===== src/rtl/mafb_pkg.sv =====
package mafb_pkg;

    localparam int PIX_W  = 32;
    localparam int BYTE_W = 8;
    localparam int MODE_W = 3;
    localparam int IDX_W  = 3;

    // pixel format modes (bytes per pixel)
    localparam logic [MODE_W-1:0] MODE_16BPP = 3'd2;
    localparam logic [MODE_W-1:0] MODE_24BPP = 3'd3;
    localparam logic [MODE_W-1:0] MODE_32BPP = 3'd4;

    typedef struct packed {
        logic [MODE_W-1:0] bytes_per_pixel;
        logic [PIX_W-1:0]  red_mask;
        logic [PIX_W-1:0]  green_mask;
        logic [PIX_W-1:0]  blue_mask;
        logic [PIX_W-1:0]  alpha_mask;
        logic [PIX_W-1:0]  fill_color;
        logic [BYTE_W-1:0] blend_alpha;
        logic [BYTE_W-1:0] byte_lanes;
    } mafb_cfg_t;

    // d + ((s - d) * a >> 8), all modulo 2^32, then masked
    function automatic logic [PIX_W-1:0] masked_channel(
        input logic [PIX_W-1:0]  p,
        input logic [PIX_W-1:0]  c,
        input logic [PIX_W-1:0]  m,
        input logic [BYTE_W-1:0] a
    );
        logic [PIX_W-1:0] d;
        logic [PIX_W-1:0] s;
        logic [PIX_W-1:0] delta;
        d     = p & m;
        s     = c & m;
        delta = PIX_W'((s - d) * {{(PIX_W-BYTE_W){1'b0}}, a});
        return (d + (delta >> BYTE_W)) & m;
    endfunction

    // byte blend with floor shift; bits 15:8 of the product are the same
    // in 16-bit wrapping arithmetic as in signed arithmetic
    function automatic logic [BYTE_W-1:0] lane_blend(
        input logic [BYTE_W-1:0] dst,
        input logic [BYTE_W-1:0] src,
        input logic [BYTE_W-1:0] a
    );
        logic [2*BYTE_W-1:0] diff;
        logic [2*BYTE_W-1:0] prod;
        diff = {{BYTE_W{1'b0}}, src} - {{BYTE_W{1'b0}}, dst};
        prod = (2*BYTE_W)'(diff * {{BYTE_W{1'b0}}, a});
        return dst + prod[2*BYTE_W-1:BYTE_W];
    endfunction

endpackage


===== src/rtl/mafb_datapath.sv =====
module mafb_datapath (
    input  mafb_pkg::mafb_cfg_t       cfg,
    input  logic [mafb_pkg::PIX_W-1:0] pixel,
    output logic [mafb_pkg::PIX_W-1:0] result
);
    import mafb_pkg::*;

    localparam int NCH   = 4;  // red, green, blue, alpha
    localparam int NLANE = 3;  // writable byte lanes in 24-bit mode

    logic [PIX_W-1:0]  p;
    logic [PIX_W-1:0]  masked_res;
    logic [BYTE_W-1:0] src_byte [NCH];
    logic [BYTE_W-1:0] dst_byte [NCH];
    logic [BYTE_W-1:0] val      [NCH];
    logic [1:0]        lane     [NCH];
    logic [BYTE_W-1:0] lane_in  [NCH];
    logic [BYTE_W-1:0] lane_out [NLANE];

    // masked modes; a zero alpha mask already yields zero alpha
    always_comb
    begin
        p = (cfg.bytes_per_pixel == MODE_16BPP) ? {16'd0, pixel[15:0]} : pixel;
        masked_res =
            masked_channel(p, cfg.fill_color, cfg.red_mask,   cfg.blend_alpha) |
            masked_channel(p, cfg.fill_color, cfg.green_mask, cfg.blend_alpha) |
            masked_channel(p, cfg.fill_color, cfg.blue_mask,  cfg.blend_alpha) |
            masked_channel(p, cfg.fill_color, cfg.alpha_mask, cfg.blend_alpha);
    end

    // byte lane mode
    always_comb
    begin
        for (int k = 0; k < NLANE; k++) begin
            lane_in[k] = pixel[k*BYTE_W +: BYTE_W];
        end
        lane_in[NLANE] = '0;  // lane 3 reads zero
        for (int c = 0; c < NCH; c++) begin
            lane[c]     = cfg.byte_lanes[2*c +: 2];
            src_byte[c] = cfg.fill_color[lane[c]*BYTE_W +: BYTE_W];
            dst_byte[c] = lane_in[lane[c]];
            val[c]      = lane_blend(dst_byte[c], src_byte[c], cfg.blend_alpha);
        end
        // later channel wins a shared lane; lane 3 writes are dropped
        for (int k = 0; k < NLANE; k++) begin
            lane_out[k] = lane_in[k];
            for (int c = 0; c < NCH; c++) begin
                if (lane[c] == 2'(k)) begin
                    lane_out[k] = val[c];
                end
            end
        end
    end

    always_comb
    begin
        case (cfg.bytes_per_pixel)
            MODE_16BPP: result = {16'd0, masked_res[15:0]};
            MODE_32BPP: result = masked_res;
            MODE_24BPP: result = {8'd0, lane_out[2], lane_out[1], lane_out[0]};
            default:    result = pixel;
        endcase
    end

endmodule


===== src/rtl/masked_alpha_fill_blend_unit.sv =====
// An accepted pixel is held in the input register, then the result register drives pixel_out.
// One item per cycle while out_ready is high; the datapath is a single combinational pass.
// An input register and a result register act as a two-slot buffer, so one
// item is still accepted while a finished result waits on out_ready.
// Reset (rst_n low, asynchronous): both slots empty, config registers to defaults.
module masked_alpha_fill_blend_unit (
    input  logic                          clk,
    input  logic                          rst_n,
    // configuration write port
    input  logic                          cfg_we,
    input  logic [mafb_pkg::IDX_W-1:0]    cfg_index,
    input  logic [mafb_pkg::PIX_W-1:0]    cfg_data,
    // input channel
    input  logic                          in_valid,
    output logic                          in_ready,
    input  logic [mafb_pkg::PIX_W-1:0]    pixel_in,
    // output channel
    output logic                          out_valid,
    input  logic                          out_ready,
    output logic [mafb_pkg::PIX_W-1:0]    pixel_out
);
    import mafb_pkg::*;

    // register indexes
    localparam logic [IDX_W-1:0] REG_BPP         = 3'd0;
    localparam logic [IDX_W-1:0] REG_RED_MASK    = 3'd1;
    localparam logic [IDX_W-1:0] REG_GREEN_MASK  = 3'd2;
    localparam logic [IDX_W-1:0] REG_BLUE_MASK   = 3'd3;
    localparam logic [IDX_W-1:0] REG_ALPHA_MASK  = 3'd4;
    localparam logic [IDX_W-1:0] REG_FILL_COLOR  = 3'd5;
    localparam logic [IDX_W-1:0] REG_BLEND_ALPHA = 3'd6;
    localparam logic [IDX_W-1:0] REG_BYTE_LANES  = 3'd7;

    mafb_cfg_t        cfg_reg;
    mafb_cfg_t        cfg_next;

    logic             s1_valid_reg;
    logic [PIX_W-1:0] s1_pixel_reg;
    logic             out_valid_reg;
    logic [PIX_W-1:0] out_pixel_reg;
    logic [PIX_W-1:0] blend_result;
    logic             out_load;
    logic             s1_load;

    // ---------------- configuration registers ----------------
    always_comb
    begin
        cfg_next = cfg_reg;
        if (cfg_we) begin
            case (cfg_index)
                REG_BPP:         cfg_next.bytes_per_pixel = cfg_data[MODE_W-1:0];
                REG_RED_MASK:    cfg_next.red_mask        = cfg_data;
                REG_GREEN_MASK:  cfg_next.green_mask      = cfg_data;
                REG_BLUE_MASK:   cfg_next.blue_mask       = cfg_data;
                REG_ALPHA_MASK:  cfg_next.alpha_mask      = cfg_data;
                REG_FILL_COLOR:  cfg_next.fill_color      = cfg_data;
                REG_BLEND_ALPHA: cfg_next.blend_alpha     = cfg_data[BYTE_W-1:0];
                REG_BYTE_LANES:  cfg_next.byte_lanes      = cfg_data[BYTE_W-1:0];
                default:         cfg_next = cfg_reg;
            endcase
        end
    end

    always_ff @(posedge clk or negedge rst_n)
    begin
        if (!rst_n) begin
            cfg_reg.bytes_per_pixel <= MODE_32BPP;
            cfg_reg.red_mask        <= 32'h00ff_0000;
            cfg_reg.green_mask      <= 32'h0000_ff00;
            cfg_reg.blue_mask       <= 32'h0000_00ff;
            cfg_reg.alpha_mask      <= '0;
            cfg_reg.fill_color      <= '0;
            cfg_reg.blend_alpha     <= '0;
            cfg_reg.byte_lanes      <= 8'd6;
        end else begin
            cfg_reg <= cfg_next;
        end
    end

    // ---------------- pipeline control ----------------
    // result register loads from a full input register when it is empty or being drained this cycle;
    // input register accepts when empty or moving forward this cycle
    assign out_load = s1_valid_reg && (!out_valid_reg || out_ready);
    assign in_ready = !s1_valid_reg || out_load;
    assign s1_load  = in_valid && in_ready;

    always_ff @(posedge clk or negedge rst_n)
    begin
        if (!rst_n) begin
            s1_valid_reg  <= 1'b0;
            out_valid_reg <= 1'b0;
        end else begin
            if (in_ready) begin
                s1_valid_reg <= in_valid;
            end
            if (out_load) begin
                out_valid_reg <= 1'b1;
            end else if (out_ready) begin
                out_valid_reg <= 1'b0;
            end
        end
    end

    // payload registers, no reset
    always_ff @(posedge clk)
    begin
        if (s1_load) begin
            s1_pixel_reg <= pixel_in;
        end
        if (out_load) begin
            out_pixel_reg <= blend_result;
        end
    end

    // ---------------- blend datapath ----------------
    mafb_datapath u_datapath (
        .cfg    (cfg_reg),
        .pixel  (s1_pixel_reg),
        .result (blend_result)
    );

    assign out_valid = out_valid_reg;
    assign pixel_out = out_pixel_reg;

endmodule


===== config.mk =====
export PLATFORM = sky130hd
export DESIGN_NAME = masked_alpha_fill_blend_unit
export DESIGN_NICKNAME = d
export VERILOG_FILES = /design/src/rtl/mafb_pkg.sv /design/src/rtl/mafb_datapath.sv /design/src/rtl/masked_alpha_fill_blend_unit.sv
export SDC_FILE = /design/constraint.sdc
export NUM_CORES = 2
export LEC_CHECK = 0
export BUFFER_PORTS_ARGS = -buffer_cell sky130_fd_sc_hd__buf_2
export CAP_MARGIN = 40
export CELL_PAD_IN_SITES_DETAIL_PLACEMENT = 1
export CELL_PAD_IN_SITES_GLOBAL_PLACEMENT = 2
export CORE_MARGIN = 4
export CORE_UTILIZATION = 25
export CTS_CLUSTER_SIZE = 8
export DETAILED_ROUTE_END_ITERATION = 10
export PLACE_DENSITY = 0.53
export SLEW_MARGIN = 10
export SYNTH_ARGS = -nofsm -noshare
export SYNTH_HDL_FRONTEND = slang
export SYNTH_HIERARCHICAL = 1
export SYNTH_SLANG_ARGS = --single-unit

===== constraint.sdc =====
create_clock -name clk -period 10.9 [get_ports clk]
set_input_delay 2.18 -clock clk [delete_from_list [all_inputs] [get_ports clk]]
set_output_delay 2.18 -clock clk [all_outputs]
set_load 0.01 [all_outputs]

==> qor.yml <==
status: "finished, final reports clean"
fin_cells: 10530
worstSkewPairLatency_ns: 0.61
antenna_found_initial: 38
fin_crit_ns: 10.56
netlist_instances: 6940
synth_top_cell_by_area: "fa_1"
cts_num_sinks: 245
ios: 106
first_pass_iters: 5
dp_cells: 10424
end_kind: "flip-flop"
synth_warnings: 6
setup_ws_ns: 0.343
yosysSeqAreaShare_pct: 10.6
ant_nets: 0
die_h_um: 504
dieArea_um2: 254000
via_per_inst: 4.75
drt-total-wl_um: 259000
clock_skew_ns: 0.0243
numCtsBuffers: 40
finalInstanceArea_um2: 70100
dp_slack_ns: -0.173
syn_nets: 8405
rows: 181
crit_type: "flip-flop to flip-flop"
finalCritPeriodShare_pct: 96.9
cts_tree: "done"
setup_viol: 0
grt_pass1_vias: 54647
fmax_mhz: 94.7
synth_seq_cells: 245
rsz0062_at_grt: "yes"
synth_top_cell_area_share_pct: 27.8
syn_area_per_cell_um2: 8.84
crit_arrival_ns: 10.88
critical_path.most_common_cell: "buf_4"
first_iter_violations: 2544
wl_per_cell_um: 24.6
synth-edff-count: 64
startpoint_type: "flip-flop"
cpPeakStageDelay_ns: 0.57
overflow: 0
num_vias: 50065
async_reset_ff_share_pct: 73.9
die_x_um: 504
synthTopCellsByArea: "fa_1 (28%), ha_1 (11%), and2_1 (8.7%)"
largest_register_ff_count: 179
path_max_fanout: 9
crit_slowest_cell: "fa_1"
remaining_drc_errors: 0
reg2reg_depth: 38
layout.nets: 8753
clockBufferDepth: 3
placed_cell_area_um2: 68200
syn_area_um2: 61400
grt_max_degree: 104
globalplace.congestion: 0.892
design.core.area_um2: 244000
drv_slew: 0
grt_pass1_wl_um: 382000
worst_slew_pin_slew_ns: 0.922
synth_top_flop_cell: "dfrtp_1"
worstPathRequired_ns: 11.22
hold_path_depth: 1
drive_gt1_share_pct: 13.0
htree_levels: 2
start_util_pct: 25.2
area_delta_synth_final_pct: 14.2
grtUsageTotal_pct: 20.4
maxSlewHeadroom_pct: 38.5
synth.distinct_cells: 94
clockRootBuffer: "clkbuf_16"
drv_cap: 0
hold_viol: 0
hpwl_um: 215000
hp-class: "flip-flop to flip-flop"
io_buffers: 105
clk_pin_slew_ns: 0.05
-- final timing paths --
kind	start	endpoint	slack, ns
worst max register to register	cfg_reg[24]	pixel_out[24]	0.34
max in group asynchronous	rst_n	cfg_reg[12]	7.99
worst min register to register	s1_valid_reg	out_valid	0.49
worst max-delay path	cfg_reg[24]	pixel_out[24]	0.34
worst min-delay path	s1_valid_reg	out_valid	0.49
min in group asynchronous	rst_n	cfg_reg[43]	1.66
-- timing repair --
item	4_1_cts	5_1_grt
hold buffers	0	0
setup endpoints to repair	11	16
buffers inserted	0	23
pin swaps	2	33
gates resized for setup	8	88
-- cells by family after synthesis --
logic type | count (synthesis) | synth area share (%)
xor+xnor | 430 | 6.25
flops | 245 | 10.6
compound gates | 1064 | 11.2
buf+inv | 1314 | 8.27
simple gates | 2228 | 19.2
mux | 266 | 5.74
fa+ha+maj | 1393 | 38.8
-- Yosys cell counts (11+ instances only) --
master / number
a211oi_1: 31
a21boi_0: 14
a21o_1: 138
a21oi_1: 327
a221o_1: 21
a221oi_1: 13
a222oi_1: 11
a22oi_1: 17
a31oi_1: 23
and2_1: 856
and3_1: 30
clkbuf_1: 204
dfrtp_1: 154
dfstp_2: 27
edfxtp_1: 64
fa_1: 852
ha_1: 541
inv_1: 1080
mux2_2: 116
mux2_4: 62
mux2i_1: 53
mux4_2: 32
nand2_1: 616
nand2b_1: 81
nand3_1: 66
nand4_1: 24
nor2_1: 239
nor2b_1: 191
nor3_1: 57
o21a_1: 61
o21ai_0: 217
o21bai_1: 58
o31ai_1: 11
xnor2_1: 309
xor2_1: 116
-- through the flow --
step           util [%]  hold slack, ns  TNS, ns
2_1_floorplan         -           0.449        0
3_3_place_gp       27.9           0.471   -0.554
3_5_place_dp       28.0           0.487   -0.576
4_1_cts            28.5           0.490        0
5_1_grt            28.8           0.524   -0.144
6_report           28.8           0.487        0
-- cell usage in the layout (no fill, tap or decap), types with 52 or more instances in the layout --
master	instances
xnor2_1	297
o21ai_0	205
buf_2	105
o21bai_1	58
ha_1	539
fa_1	850
buf_4	419
inv_1	1080
nand3_1	65
edfxtp_1	64
o21a_1	60
and2_1	852
mux2i_1	52
mux2_4	62
nand2b_1	81
xor2_1	111
a21o_1	138
dfrtp_1	144
nor3_1	54
mux2_2	116
a21oi_1	304
nor2_1	238
nor2b_1	191
nand2_1	616
-- cell type report --
cell class	count	area [µm²]
multi-input combinational	5381	50300
inverter	1080	4050
fill	28487	174000
sequential	245	6520
timing repair buffer	540	3970
clock buffer	67	1170
clock inverter	7	96.3
antenna	8	20.0
tap	3202	4010
-- routing by layer --
metal / wire [µm] / part of all wire [%] / vias to the layer above / GRT usage (%)
li1: - / - / 23036 / -
met1: 119000 / 46 / 25915 / 27.7
met2: 125000 / 48 / 880 / 35.1
met3: 8620 / 3.3 / 232 / 1.68
met4: 6590 / 2.5 / 2 / 4.48
met5: 7 / 0.0027 / - / 0
-- worst max-delay path: cells and delay by family (launching register included) --
| family | cells | cell delay [ns] |
|---|---|---|
| XOR/XNOR | 6 | 1.12 |
| AO/OA/AOI/OAI | 17 | 4.19 |
| adder cells (fa/ha/maj) | 7 | 2.99 |
| flip-flops | 1 | 0.55 |
| buffers and inverters | 5 | 0.84 |
| AND/OR/NAND/NOR | 3 | 0.52 |
Power is left out: the tool's default activity adds up to more than one toggle a clock period on the data nets, which glitch-free logic cannot reach.
